===== config.mk =====
export PLATFORM = sky130hd
export DESIGN_NAME = affine_matrix_inverse
export DESIGN_NICKNAME = d
export VERILOG_FILES = /design/src/sv/aminv_pkg.sv /design/src/sv/affine_matrix_inverse.sv /design/src/sv/aminv_ram.sv /design/src/sv/aminv_ctrl.sv /design/src/sv/aminv_dp.sv
export SDC_FILE = /design/constraint.sdc
export NUM_CORES = 2
export LEC_CHECK = 0
export BUFFER_PORTS_ARGS = -buffer_cell sky130_fd_sc_hd__buf_2
export CAP_MARGIN = 30
export CORE_AREA = 4 4 486 488
export DETAILED_ROUTE_END_ITERATION = 10
export DIE_AREA = 0 0 490 492
export PLACE_DENSITY = 0.56
export SLEW_MARGIN = 0
export SYNTH_ARGS = -nofsm -noshare
export SYNTH_HDL_FRONTEND = slang
export SYNTH_SLANG_ARGS = --single-unit

===== constraint.sdc =====
create_clock -name clock -period 26.9 [get_ports clock]
set_input_delay 4.035 -clock clock [delete_from_list [all_inputs] [get_ports clock]]
set_output_delay 4.035 -clock clock [all_outputs]
set_load 0.005 [all_outputs]

===== src/sv/aminv_pkg.sv =====
// Shared constants, types and the multiply-accumulate program of the affine inverse block.
package aminv_pkg;

   localparam int FRAC_BITS  = 16;
   localparam int DATA_WIDTH = 32;
   localparam int NCOEF      = 12;
   localparam int IDX_W      = 4;
   localparam int NCOF       = 9;
   // cofactor, determinant/accumulator, shifted numerator, quotient widths
   localparam int CW    = 2 * DATA_WIDTH + 1;
   localparam int XW    = 3 * DATA_WIDTH + 3;
   localparam int NW    = XW + FRAC_BITS;
   localparam int QW    = NW + 1;
   localparam int CNT_W = $clog2(QW);
   localparam int OP_W  = 5;

   localparam logic [31:0] THRESH_RESET = 32'd2814750;
   localparam logic [OP_W-1:0] OP_DET_LAST = OP_W'(20);
   localparam logic [IDX_W-1:0] IDX_LIN_LAST = IDX_W'(8);
   localparam logic [IDX_W-1:0] IDX_LAST     = IDX_W'(NCOEF - 1);

   typedef enum logic [1:0] {
      DST_NONE,
      DST_COF,
      DST_DET
   } dst_type;

   typedef struct packed {
      logic             a_cof;   // multiplicand from cofactor file, else entry store
      logic [IDX_W-1:0] a_idx;
      logic [IDX_W-1:0] b_idx;
      logic [IDX_W-1:0] d_idx;
      logic             clear;
      logic             negate;
      dst_type          dst;
   } mop_type;

   typedef enum logic [3:0] {
      ST_LOAD,
      ST_RDA,
      ST_RDB,
      ST_LDB,
      ST_MUL,
      ST_STORE,
      ST_CHECK,
      ST_SING,
      ST_DIVLD,
      ST_DIV,
      ST_DIVEND,
      ST_EMIT
   } state_type;

   typedef struct packed {
      logic             ram_we;
      logic [IDX_W-1:0] ram_raddr;
      logic [IDX_W-1:0] cof_addr;
      mop_type          mop;
      logic             load_a;
      logic             load_b;
      logic             mul_step;
      logic             mul_last;
      logic             store;
      logic             div_load;
      logic             div_tr;
      logic             div_step;
      logic             out_load;
      logic             sing_load;
      logic [IDX_W-1:0] out_index;
      logic             out_last;
   } cmd_type;

   typedef struct packed {
      logic singular;
   } status_type;

   // Program step n: 0-17 cofactor products, 18-20 determinant, 21-29 translation sums.
   // Entry a[r][c] lives at 3*c + r; cofactor adj[i][j] lives in slot 3*j + i.
   function automatic mop_type mop_of(input logic [OP_W-1:0] op);
      int n, s, i, j, r, c;
      mop_type m;
      n = int'(op);
      m = '0;
      if (n < 18) begin
         s = n / 2;
         i = s % 3;
         j = s / 3;
         if (n % 2 == 0) begin
            m.a_idx = IDX_W'(3 * ((i + 1) % 3) + (j + 1) % 3);
            m.b_idx = IDX_W'(3 * ((i + 2) % 3) + (j + 2) % 3);
            m.clear = 1'b1;
         end else begin
            m.a_idx  = IDX_W'(3 * ((i + 2) % 3) + (j + 1) % 3);
            m.b_idx  = IDX_W'(3 * ((i + 1) % 3) + (j + 2) % 3);
            m.negate = 1'b1;
            m.dst    = DST_COF;
            m.d_idx  = IDX_W'(s);
         end
      end else if (n < 21) begin
         i = n - 18;
         m.a_cof = 1'b1;
         m.a_idx = IDX_W'(i);
         m.b_idx = IDX_W'(3 * i);
         m.clear = (i == 0);
         m.dst   = (i == 2) ? DST_DET : DST_NONE;
      end else begin
         r = (n - 21) / 3;
         c = (n - 21) % 3;
         m.a_cof  = 1'b1;
         m.a_idx  = IDX_W'(3 * c + r);
         m.b_idx  = IDX_W'(9 + c);
         m.clear  = (c == 0);
         m.negate = 1'b1;
      end
      return m;
   endfunction

endpackage


===== src/sv/affine_matrix_inverse.sv =====
// Affine 3x4 matrix inverse, Q16.16. Entries are taken one per beat, one per cycle while loading, in any
// order of index 0-11 (12-15 are dropped); the beat that brings the count to twelve starts a run and
// the input stays stalled until the run's last result is taken. A run holds 21 multiply-accumulate
// steps for the cofactors and determinant on a bit-serial multiplier, then per result one restoring
// division (one quotient bit per cycle) plus load, format and handshake steps, and for each translation
// result three further multiply-accumulate steps. A singular matrix gives one result with singular and
// last set. The threshold register is written through csr_we/csr_wdata and resets to 2814750 (|det| in
// Q16.48).
module affine_matrix_inverse import aminv_pkg::*; (
   input  logic                         clock,
   input  logic                         reset,
   input  logic                         csr_we,
   input  logic [31:0]                  csr_wdata,
   input  logic                         req_valid,
   output logic                         req_ready,
   input  logic signed [DATA_WIDTH-1:0] req_coef_value,
   input  logic [IDX_W-1:0]             req_coef_index,
   output logic                         rsp_valid,
   input  logic                         rsp_ready,
   output logic signed [DATA_WIDTH-1:0] rsp_inv_value,
   output logic [IDX_W-1:0]             rsp_inv_index,
   output logic                         rsp_singular,
   output logic                         rsp_saturated,
   output logic                         rsp_last
);

   cmd_type    cmd;
   status_type status;

   aminv_ctrl u_ctrl (
      .clock         (clock),
      .reset         (reset),
      .req_valid     (req_valid),
      .req_ready     (req_ready),
      .req_coef_index(req_coef_index),
      .rsp_valid     (rsp_valid),
      .rsp_ready     (rsp_ready),
      .status        (status),
      .cmd           (cmd)
   );

   aminv_dp u_dp (
      .clock         (clock),
      .reset         (reset),
      .csr_we        (csr_we),
      .csr_wdata     (csr_wdata),
      .req_coef_value(req_coef_value),
      .req_coef_index(req_coef_index),
      .cmd           (cmd),
      .status        (status),
      .rsp_inv_value (rsp_inv_value),
      .rsp_inv_index (rsp_inv_index),
      .rsp_singular  (rsp_singular),
      .rsp_saturated (rsp_saturated),
      .rsp_last      (rsp_last)
   );

endmodule


===== src/sv/aminv_ram.sv =====
// Generic single-port-write, registered-read RAM.
module aminv_ram #(
   parameter int WIDTH = 32,
   parameter int DEPTH = 12,
   parameter int AW    = $clog2(DEPTH)
) (
   input  logic             clock,
   input  logic             we,
   input  logic [AW-1:0]    waddr,
   input  logic [WIDTH-1:0] wdata,
   input  logic [AW-1:0]    raddr,
   output logic [WIDTH-1:0] rdata
);

   logic [WIDTH-1:0] mem_ff [0:DEPTH-1];
   logic [WIDTH-1:0] rdata_ff;

   always_ff @(posedge clock) begin
      if (we) begin
         mem_ff[waddr] <= wdata;
      end
      rdata_ff <= mem_ff[raddr];
   end

   assign rdata = rdata_ff;

endmodule


===== src/sv/aminv_ctrl.sv =====
// Sequencer: entry loading, multiply-accumulate program, division and result handshake.
module aminv_ctrl import aminv_pkg::*; (
   input  logic             clock,
   input  logic             reset,
   input  logic             req_valid,
   output logic             req_ready,
   input  logic [IDX_W-1:0] req_coef_index,
   output logic             rsp_valid,
   input  logic             rsp_ready,
   input  status_type       status,
   output cmd_type          cmd
);

   state_type        state_ff, state_in;
   logic [OP_W-1:0]  op_ff, op_in;
   logic [IDX_W-1:0] k_ff, k_in;
   logic [IDX_W-1:0] loaded_ff, loaded_in;
   logic [CNT_W-1:0] cnt_ff, cnt_in;
   logic             sing_ff, sing_in;

   always_ff @(posedge clock) begin
      if (reset) begin
         state_ff  <= ST_LOAD;
         op_ff     <= '0;
         k_ff      <= '0;
         loaded_ff <= '0;
         cnt_ff    <= '0;
         sing_ff   <= 1'b0;
      end else begin
         state_ff  <= state_in;
         op_ff     <= op_in;
         k_ff      <= k_in;
         loaded_ff <= loaded_in;
         cnt_ff    <= cnt_in;
         sing_ff   <= sing_in;
      end
   end

   always_comb begin
      state_in  = state_ff;
      op_in     = op_ff;
      k_in      = k_ff;
      loaded_in = loaded_ff;
      cnt_in    = cnt_ff;
      sing_in   = sing_ff;
      req_ready = 1'b0;
      rsp_valid = 1'b0;
      cmd       = '0;
      cmd.mop   = mop_of(op_ff);
      cmd.out_index = k_ff;
      cmd.out_last  = (k_ff == IDX_LAST);
      case (state_ff)
         ST_LOAD: begin
            req_ready = 1'b1;
            if (req_valid && req_coef_index < IDX_W'(NCOEF)) begin
               cmd.ram_we = 1'b1;
               if (loaded_ff == IDX_LAST) begin
                  loaded_in = '0;
                  op_in     = '0;
                  sing_in   = 1'b0;
                  state_in  = ST_RDA;
               end else begin
                  loaded_in = loaded_ff + IDX_W'(1);
               end
            end
         end
         ST_RDA: begin
            cmd.ram_raddr = cmd.mop.a_idx;
            cmd.cof_addr  = cmd.mop.a_idx;
            state_in      = ST_RDB;
         end
         ST_RDB: begin
            cmd.ram_raddr = cmd.mop.b_idx;
            cmd.cof_addr  = cmd.mop.a_idx;
            cmd.load_a    = 1'b1;
            state_in      = ST_LDB;
         end
         ST_LDB: begin
            cmd.load_b = 1'b1;
            cnt_in     = '0;
            state_in   = ST_MUL;
         end
         ST_MUL: begin
            cmd.mul_step = 1'b1;
            cmd.mul_last = (cnt_ff == CNT_W'(DATA_WIDTH - 1));
            cnt_in       = cnt_ff + CNT_W'(1);
            if (cmd.mul_last) begin
               state_in = ST_STORE;
            end
         end
         ST_STORE: begin
            cmd.store = 1'b1;
            op_in     = op_ff + OP_W'(1);
            if (op_ff == OP_DET_LAST) begin
               state_in = ST_CHECK;
            end else if (op_ff > OP_DET_LAST && cmd.mop.b_idx == IDX_LAST) begin
               // third term of a translation sum: divide it now
               state_in = ST_DIVLD;
            end else begin
               state_in = ST_RDA;
            end
         end
         ST_CHECK: begin
            k_in = '0;
            if (status.singular) begin
               state_in = ST_SING;
            end else begin
               state_in = ST_DIVLD;
            end
         end
         ST_SING: begin
            cmd.sing_load = 1'b1;
            sing_in       = 1'b1;
            state_in      = ST_EMIT;
         end
         ST_DIVLD: begin
            cmd.div_load = 1'b1;
            cmd.cof_addr = k_ff;
            cmd.div_tr   = (k_ff > IDX_LIN_LAST);
            cnt_in       = '0;
            state_in     = ST_DIV;
         end
         ST_DIV: begin
            cmd.div_step = 1'b1;
            cnt_in       = cnt_ff + CNT_W'(1);
            if (cnt_ff == CNT_W'(QW - 1)) begin
               state_in = ST_DIVEND;
            end
         end
         ST_DIVEND: begin
            cmd.out_load = 1'b1;
            state_in     = ST_EMIT;
         end
         ST_EMIT: begin
            rsp_valid = 1'b1;
            if (rsp_ready) begin
               if (sing_ff || k_ff == IDX_LAST) begin
                  state_in = ST_LOAD;
               end else begin
                  k_in = k_ff + IDX_W'(1);
                  if (k_ff >= IDX_LIN_LAST) begin
                     state_in = ST_RDA;
                  end else begin
                     state_in = ST_DIVLD;
                  end
               end
            end
         end
         default: begin
            state_in = ST_LOAD;
         end
      endcase
   end

endmodule


===== src/sv/aminv_dp.sv =====
// Datapath: entry RAM, bit-serial multiply-accumulate, cofactor file, restoring divider.
module aminv_dp import aminv_pkg::*; (
   input  logic                         clock,
   input  logic                         reset,
   input  logic                         csr_we,
   input  logic [31:0]                  csr_wdata,
   input  logic signed [DATA_WIDTH-1:0] req_coef_value,
   input  logic [IDX_W-1:0]             req_coef_index,
   input  cmd_type                      cmd,
   output status_type                   status,
   output logic signed [DATA_WIDTH-1:0] rsp_inv_value,
   output logic [IDX_W-1:0]             rsp_inv_index,
   output logic                         rsp_singular,
   output logic                         rsp_saturated,
   output logic                         rsp_last
);

   logic [31:0]           thr_ff;
   logic [DATA_WIDTH-1:0] ram_rdata;
   logic [CW-1:0]         cof_ff [0:NCOF-1];
   logic [XW-1:0]         det_ff, acc_ff, mcand_ff, dp_ff, rem_ff;
   logic [DATA_WIDTH-1:0] mplier_ff;
   logic [QW-1:0]         np_ff, q_ff;
   logic                  neg_ff;
   logic [DATA_WIDTH-1:0] val_ff;
   logic [IDX_W-1:0]      idx_ff;
   logic                  sing_ff, sat_ff, last_ff;

   logic [CW-1:0]         cof_rd, cof_mag;
   logic [XW-1:0]         det_mag, acc_mag, addend;
   logic [NW-1:0]         num_shift;
   logic                  num_neg;
   logic [XW:0]           trial;
   logic                  ge;
   logic [QW-1:0]         half, lim;
   logic                  sat;
   logic [DATA_WIDTH-1:0] mag_lo, val_sgn;

   aminv_ram #(
      .WIDTH(DATA_WIDTH),
      .DEPTH(NCOEF)
   ) u_ram (
      .clock(clock),
      .we   (cmd.ram_we),
      .waddr(req_coef_index),
      .wdata(req_coef_value),
      .raddr(cmd.ram_raddr),
      .rdata(ram_rdata)
   );

   always_ff @(posedge clock) begin
      if (reset) begin
         thr_ff <= THRESH_RESET;
      end else if (csr_we) begin
         thr_ff <= csr_wdata;
      end
   end

   assign cof_rd  = cof_ff[cmd.cof_addr];
   assign cof_mag = cof_rd[CW-1] ? (~cof_rd + CW'(1)) : cof_rd;
   assign det_mag = det_ff[XW-1] ? (~det_ff + XW'(1)) : det_ff;
   assign acc_mag = acc_ff[XW-1] ? (~acc_ff + XW'(1)) : acc_ff;

   assign status.singular = (det_ff == '0) || (det_mag < XW'(thr_ff));

   // top multiplier bit carries negative weight
   assign addend = (cmd.mop.negate ^ cmd.mul_last) ? (~mcand_ff + XW'(1)) : mcand_ff;

   assign num_neg   = cmd.div_tr ? acc_ff[XW-1] : cof_rd[CW-1];
   assign num_shift = cmd.div_tr ? (NW'(acc_mag) << FRAC_BITS)
                                 : (NW'(cof_mag) << (2 * FRAC_BITS));

   assign trial = {rem_ff, np_ff[QW-1]};
   assign ge    = (trial >= {1'b0, dp_ff});

   assign half    = QW'(1) << (DATA_WIDTH - 1);
   assign lim     = neg_ff ? half : (half - QW'(1));
   assign sat     = (q_ff > lim);
   assign mag_lo  = q_ff[DATA_WIDTH-1:0];
   assign val_sgn = neg_ff ? (~mag_lo + DATA_WIDTH'(1)) : mag_lo;

   always_ff @(posedge clock) begin
      if (cmd.load_a) begin
         mcand_ff <= cmd.mop.a_cof ? {{(XW-CW){cof_rd[CW-1]}}, cof_rd}
                                   : {{(XW-DATA_WIDTH){ram_rdata[DATA_WIDTH-1]}}, ram_rdata};
         if (cmd.mop.clear) begin
            acc_ff <= '0;
         end
      end
      if (cmd.load_b) begin
         mplier_ff <= ram_rdata;
      end
      if (cmd.mul_step) begin
         if (mplier_ff[0]) begin
            acc_ff <= acc_ff + addend;
         end
         mcand_ff  <= {mcand_ff[XW-2:0], 1'b0};
         mplier_ff <= {mplier_ff[DATA_WIDTH-1], mplier_ff[DATA_WIDTH-1:1]};
      end
      if (cmd.store) begin
         case (cmd.mop.dst)
            DST_COF: cof_ff[cmd.mop.d_idx] <= acc_ff[CW-1:0];
            DST_DET: det_ff <= acc_ff;
            default: ;
         endcase
      end
      // round to nearest: (2|n| + |d|) / (2|d|)
      if (cmd.div_load) begin
         np_ff  <= {num_shift, 1'b0} + QW'(det_mag);
         dp_ff  <= {det_mag[XW-2:0], 1'b0};
         neg_ff <= num_neg ^ det_ff[XW-1];
         rem_ff <= '0;
         q_ff   <= '0;
      end
      if (cmd.div_step) begin
         rem_ff <= ge ? XW'(trial - {1'b0, dp_ff}) : trial[XW-1:0];
         q_ff   <= {q_ff[QW-2:0], ge};
         np_ff  <= {np_ff[QW-2:0], 1'b0};
      end
      if (cmd.out_load) begin
         val_ff  <= sat ? (neg_ff ? {1'b1, {(DATA_WIDTH-1){1'b0}}}
                                  : {1'b0, {(DATA_WIDTH-1){1'b1}}})
                        : val_sgn;
         idx_ff  <= cmd.out_index;
         sing_ff <= 1'b0;
         sat_ff  <= sat;
         last_ff <= cmd.out_last;
      end
      if (cmd.sing_load) begin
         val_ff  <= '0;
         idx_ff  <= '0;
         sing_ff <= 1'b1;
         sat_ff  <= 1'b0;
         last_ff <= 1'b1;
      end
   end

   assign rsp_inv_value = val_ff;
   assign rsp_inv_index = idx_ff;
   assign rsp_singular  = sing_ff;
   assign rsp_saturated = sat_ff;
   assign rsp_last      = last_ff;

endmodule


# Word-level counts from Yosys, hierarchy flattened
# Memories as Yosys holds them, arrays and structs flattened. A register that Yosys moved wholly into a read port is not among the register bits.
# Index checks and enable logic that the tools add are counted.
# word_totals
n_memories	2
out_inout_bits	41
mem_bits_rw	969
input_bits	73
ff_bits	855
# memory_table
memory	words	word_bits	rd	rd_clocked_by_memory_dff	wr	line_no	rtl
u_dp.cof_ff	9	65	1	0	1	aminv_dp.sv:20	logic [CW-1:0] cof_ff [0:NCOF-1];
u_dp.u_ram.mem_ff	12	32	1	1	1	aminv_ram.sv:15	logic [WIDTH-1:0] mem_ff [0:DEPTH-1];
# op_classes
div_mod_pow	8
n_reduce_logical	27
n_eq_ne	26
add_sub_neg	24
n_mux	80
order_cmp	9
multipliers	4
n_bitwise	8
# op_table
op	count
2-to-1 mux 99 bit	13
2-to-1 mux 116 bit	4
adder 99 x 1 -> 99 bit (second input constant)	3
inverter 99 bit	3
remainder unit 32 x 3 -> 32 bit (second input constant)	5
multiplier 3 x 32 -> 4 bit (first input constant)	4
2-to-1 mux 32 bit	4
adder 116 x 99 -> 116 bit	1
greater-than comparator 116 bit	1
2-to-1 mux 115 bit	1
greater-or-equal comparator 100 x 99 -> 1 bit	1
adder 99 bit	1
zero test 99 bit	1
< comparator 99 x 32 -> 1 bit	1
subtractor 99 bit	1
zero test 32 bit	3
adder 65 x 1 -> 65 bit (second input constant)	1
2-to-1 mux 65 bit	1
inverter 65 bit	1
adder 32 x 2 -> 32 bit (second input constant)	2
adder 32 x 3 -> 32 bit (second input constant)	2
2-to-1 mux 4 bit	16
2-to-1 mux 31 bit	2
one-hot mux 4 bit (11 select lines)	1
other kinds (47)	113

# Logic depth before layout (Yosys ltp)
# An unclocked memory read counts as a cell.
# depth
ltp_word	16
ltp_mapped	98
ltp_nobuf	87

# Hierarchy
# A second synthesis with hierarchy kept.
# hier_totals
cells_unflattened	9394
area_unflattened_um2	104367.6
# modules_own_cells
mod	area_per_inst_um2	cells_each	n_inst	seq_area_each_um2
aminv_dp	81361.8	7633	1	40769.1
aminv_ram	15173.3	664	1	12171.7
aminv_ctrl	7832.5	1097	1	500.5

# Worst setup path after synthesis
# No wires, ideal clock.
# synth_path
path_kind	register -> register
startpoint	register u_ctrl.op_ff[1]
endpoint	register u_dp.np_ff[112], data pin
arrival_ps	18060
period_less_slack_ps	18323
setup_ps	263
path_stages_with_launch	89
n_path_buf	11
setup_slack_ps	8577
cell_sequence	dfxtp_1 buf_2 inv_1 ha_1 and3b_4 nor4_2 or2_2 ha_1 clkbuf_1 inv_1 and4_1 a31o_2 or2_1 clkbuf_1 ha_1 inv_1 a311oi_2 o21a_1 [53 not listed] o21a_1 a21oi_1 a21o_1 a31o_2 a211o_1 a41oi_1 a21oi_1 o21ai_0 nand3_1 a41oi_1 o211a_1 o21ai_0 a31o_2 a21o_1 nand2_1 nor3_1 a211oi_1 a21oi_1
# synth_between
elab_chain_cells	16
word_cells_on_any_way	32
cone_classes	add/sub (10); mul (3); div (7); order compare (2); mux (8); bitwise (1); memory (1)
# synth_lines
element	line_no	rtl
from (decl)	aminv_ctrl.sv:15	logic [OP_W-1:0] op_ff, op_in;
from (signal assigned)	aminv_ctrl.sv:31	op_ff <= op_in;
remainder unit 5 x 3 -> 32 bit	aminv_pkg.sv:85	i = s % 3;
adder 32 x 3 -> 32 bit / adder 32 x 2 -> 32 bit (equally long branches)	aminv_pkg.sv:92, aminv_pkg.sv:88	
remainder unit 32 x 3 -> 32 bit, on equally long branches	aminv_pkg.sv:92, aminv_pkg.sv:88	
multiplier 3 x 32 -> 4 bit, on equally long branches	aminv_pkg.sv:92, aminv_pkg.sv:88	
adder 4 bit, on equally long branches	aminv_pkg.sv:92, aminv_pkg.sv:88	
2-to-1 mux 8 bit	aminv_pkg.sv:87	if (n % 2 == 0) begin
2-to-1 mux 8 bit (*)	aminv_pkg.sv:83	if (n < 18) begin
one-hot mux 4 bit (2 select lines) (*)	aminv_ctrl.sv:52	case (state_ff)
memory (9 x 65 bit) (*)	--	
inverter 65 bit	aminv_dp.sv:60	assign cof_mag = cof_rd[CW-1] ? (~cof_rd + CW'(1)) : cof_rd;
adder 65 x 1 -> 65 bit	aminv_dp.sv:60	
2-to-1 mux 65 bit (*)	aminv_dp.sv:60	
2-to-1 mux 115 bit (*)	aminv_dp.sv:70	assign num_shift = cmd.div_tr ? (NW'(acc_mag) << FRAC_BITS)
adder 116 x 99 -> 116 bit (*)	aminv_dp.sv:109	np_ff <= {num_shift, 1'b0} + QW'(det_mag);
2-to-1 mux 116 bit (*)	aminv_dp.sv:108	if (cmd.div_load) begin
2-to-1 mux 116 bit (*)	aminv_dp.sv:115	if (cmd.div_step) begin
to (signal assigned)	aminv_dp.sv:109	
to (signal assigned)	aminv_dp.sv:118	np_ff <= {np_ff[QW-2:0], 1'b0};
to (decl)	aminv_dp.sv:23	logic [QW-1:0] np_ff, q_ff;
# Every way passes the cells marked *; elsewhere a longest branch is shown, timed or not. The select of a mux whose other input is x is not followed.
# A chain may end at the register's enable or synchronous reset.

# Worst setup path after layout
# layout_path
startpoint	register u_ctrl.op_ff[4]
endpoint	register u_dp.np_ff[112], data pin
# The elaborated chain is that of the path after synthesis.

==> results.md <==
- CTS Hold Buffers Added: 0
- # fillers: 21200
- P&R area growth vs syn: 11.68%
- Antenna violations before repair: 27
- RD Place Congestion: ~1.0
- Remaining DRCs: 0
- Hpwl dp: 229.6 mm
- Final Max Tran Viols: 0
- CP peak stage delay: ~0.87 ns
- Clock root buffer: clkbuf_16
- Clock power frac: between 40% and 50%
- Drt pass-1 iters: 6
- Largest net degree at the start of global routing: around 190
- Status: completed
- Grt ovf: 0
- CTS buffer count: around 210
- Worst Tran Pin Value: roughly 1.2 ns
- Slew Limit Headroom: between 10% and 20%
- Top FF cell, synth: edfxtp_1
- Register area share after synthesis: a little over half
- Postcts setup bufs: 0
- IO Count: about 110
- Place WS: 5.049 ns
- Initial Utilization: 43.79%
- Slowest-stage cell, CP: dfxtp_1
- Final WL: approximately 330 mm
- Layout cell share with drive strength beyond 1: 8.199%
- Leak pwr: between 40 and 50 nW
- Synth warnings: 0
- DR iter-0 viols: around 7500
- Hold Vio Cnt, Final: 0
- Unrepaired setup endpoints after global routing: no
- Std-Cell Rows: between 150 and 200
- CTS resizes: 0
- Clock Sinks: between 1500 and 2000
- Number of global-route vias before repair: approximately 74000
- Peak Freq: roughly 0.045 GHz
- Int Pwr: ~4.9 mW
- Switching power: ~1.4 mW
- Worst setup margin: approximately 4.7 ns
- Period utilization: between 80% and 90%
- Clk_lat worst skew: ~0.91 ns
- Post-synth EDFFs: ~1600
- Worst VDD drop: around 61 uV
- Seq pwr share: between 50% and 60%
- H-tree levels: 4
- Syn_area_per_cell: between 10 and 15 um^2
- Setup_tns: 0 ns
- GRT Total Usage: about a quarter
- Synthesis-stage register bit count: between 1500 and 2000
- Hold Path Class: flip-flop to flip-flop
- Final-stage net count: around 11000
- Distinct cells, synth: approximately 120
- Max-Cap Viols: 0
- Fraction of registers with async set/reset: 0%
- Mapped Area: slightly above 100000 um^2
- Final setup violation count: 0
- CP max FO: 26
- WP data arrival: ~23 ns
- Crit path launch type: flip-flop
- WL/cell: ~25 um
- Total die area: about 240000 um^2
- Port Buffers: approximately 110
- Die Span Y: 492 um
- Average via count per standard cell: approximately 5.9
- Core area: around 230000 um^2
- Reg clk slew, reported paths: approximately 0.060 ns
- Skew final: roughly 0.10 ns
- CP Data Required Time: about 27 ns
- Syn_nets: 10550
- Number of vias after detailed routing: 79210
- CTS tree: done
- Final ANT Viol Nets: 0
- Pwr Density: approximately 56 nW/um^2
- Worst-case clock buffer depth: 3
- Chip Width: between 400 and 500 um
- Combinational Power Share: under 10%
- Sw Share: a little under a quarter
- First-pass GRT wire length: approximately 500 mm
- Most common cell on crit path: ha_1
- Fin crit period: 22.18 ns
- Critical path capture point type: flip-flop
- Setup Crit Path Kind: flip-flop to flip-flop
- Synthesized netlist cell count: between 10000 and 15000
[cell usage after synthesis, types with 50 or more instances]
master    number  area (um^2)
a31oi_1       82        513.0
o21bai_1      55        412.9
a21oi_1      651         3258
o41ai_1       50        437.9
o21ai_0      601         3008
or4_1         62        465.5
ha_1         413         5167
nor3_1       151        755.7
mux2i_1       93        930.9
buf_1         61        229.0
or3_1        104        650.6
nor2_1       657         2466
and3_1       194         1214
dfxtp_1      229         4584
nand2b_1      94        588.1
nor2b_1       57        356.6
o31ai_1       99        743.2
nand4_1       82        513.0
a21o_1       224         1682
nand3_1      556         2783
nand2_1     1738         6524
xor2_1       270         2365
edfxtp_1    1627        48860
nor4_1        68        425.4
inv_1        295         1107
xnor2_1      407         3565
clkbuf_1     396         1486
[worst paths after layout]
check,cells after the start,slack (ns),end,startpoint
worst max register to register,80,4.72,u_dp.np_ff[112],u_ctrl.op_ff[4]
worst min-delay path,2,0.46,u_dp.rsp_inv_value[2],u_dp.rsp_inv_value[2]
worst min register to register,2,0.46,u_dp.rsp_inv_value[2],u_dp.rsp_inv_value[2]
worst max-delay path,80,4.72,u_dp.np_ff[112],u_ctrl.op_ff[4]
[worst max-delay path, delay by kind of cell (launching register included)]
kind	cells	cell delay, ns
xor gates and xnor gates	7	2.20
adders and majority gates	12	3.79
muxes	3	1.02
AOI/OAI and AO/OA	30	7.42
buffers and inverters	7	0.95
DFF	1	0.87
and+or+nand+nor	21	5.61
[layer usage]
| metal | track usage (%) | routed length [um] | vias up |
|---|---|---|---|
| li1 | - | - | 36960 |
| met1 | 37.73 | 147600 | 38860 |
| met2 | 40.76 | 145900 | 2872 |
| met3 | 4.616 | 24430 | 505 |
| met4 | 8.540 | 11600 | 12 |
| met5 | 0 | 71 | - |
[through the flow]
step / utilization, % / hold slack [ns] / area, um^2 / power, mW / instances
6_report: 48.90 / 0.4564 / 113400 / 6.308 / 13370
3_3_place_gp: 45.74 / 0.4456 / 106100 / 3.494 / 12940
3_5_place_dp: 45.82 / 0.4478 / 106200 / 3.498 / 12960
4_1_cts: 48.81 / 0.4560 / 113200 / 6.358 / 13350
5_1_grt: 48.90 / 0.4782 / 113400 / 6.510 / 13360
2_1_floorplan: - / 0.4087 / 101500 / 3.379 / 10060
[placed cells by master, fill, tap and decap left out, types with 98 or more instances in the layout]
cell       count
a21oi_1      647
or3_1        104
nand2_1     1729
a21o_1       223
dfxtp_1      228
nor2_1       634
inv_1        294
o21ai_0      597
edfxtp_1    1627
and3_1       194
xor2_1       269
clkbuf_16    210
nor3_1       144
buf_2        116
ha_1         413
nand3_1      556
xnor2_1      406
buf_4        215
o31ai_1       98
[sequential cells by signal, summed over array words and instances (netlist names), 98 cells and up]
register and count:
u_dp.det_ff 99, u_dp.rem_ff 99, u_dp.cof_ff 585, u_dp.np_ff 116, u_dp.dp_ff 98, u_dp.u_ram.mem_ff 384
u_dp.acc_ff 99, u_dp.mcand_ff 99, u_dp.q_ff 116
[power by group through the flow]
| stage | sequential, mW | clock, mW | combinational, mW |
|---|---|---|---|
| floorplan | 3.22 | 0 | 0.162 |
| finish | 3.15 | 2.86 | 0.289 |
| detailed placement | 3.22 | 0 | 0.282 |
| CTS | 3.15 | 2.92 | 0.284 |
| global placement | 3.21 | 0 | 0.279 |
| global route | 3.15 | 3.04 | 0.313 |
[logic make-up after synthesis]
logic type	Yosys count	synth area share [%]
compound gates	2281	14.35
xor+xnor	683	5.942
fa+ha+maj	422	5.257
buf+inv	783	2.966
flops	1856	52.63
mux	103	1.028
simple gates	3931	17.82
[area by class of cell]
cell class                      instances  area [um^2]  share of cell area, %
Tap cell                             3043         3807                  3.358
Sequential cell                      1856        53450                  47.13
Antenna cell                            7        17.52                0.01545
Clock inverter                        120         1366                  1.205
Timing Repair Buffer                  348         2566                  2.263
Clock buffer                          272         5572                  4.913
Multi-Input combinational cell       7420        45470                  40.10
Inverter                              302         1146                  1.011
Power figures use the tool's default switching activity.
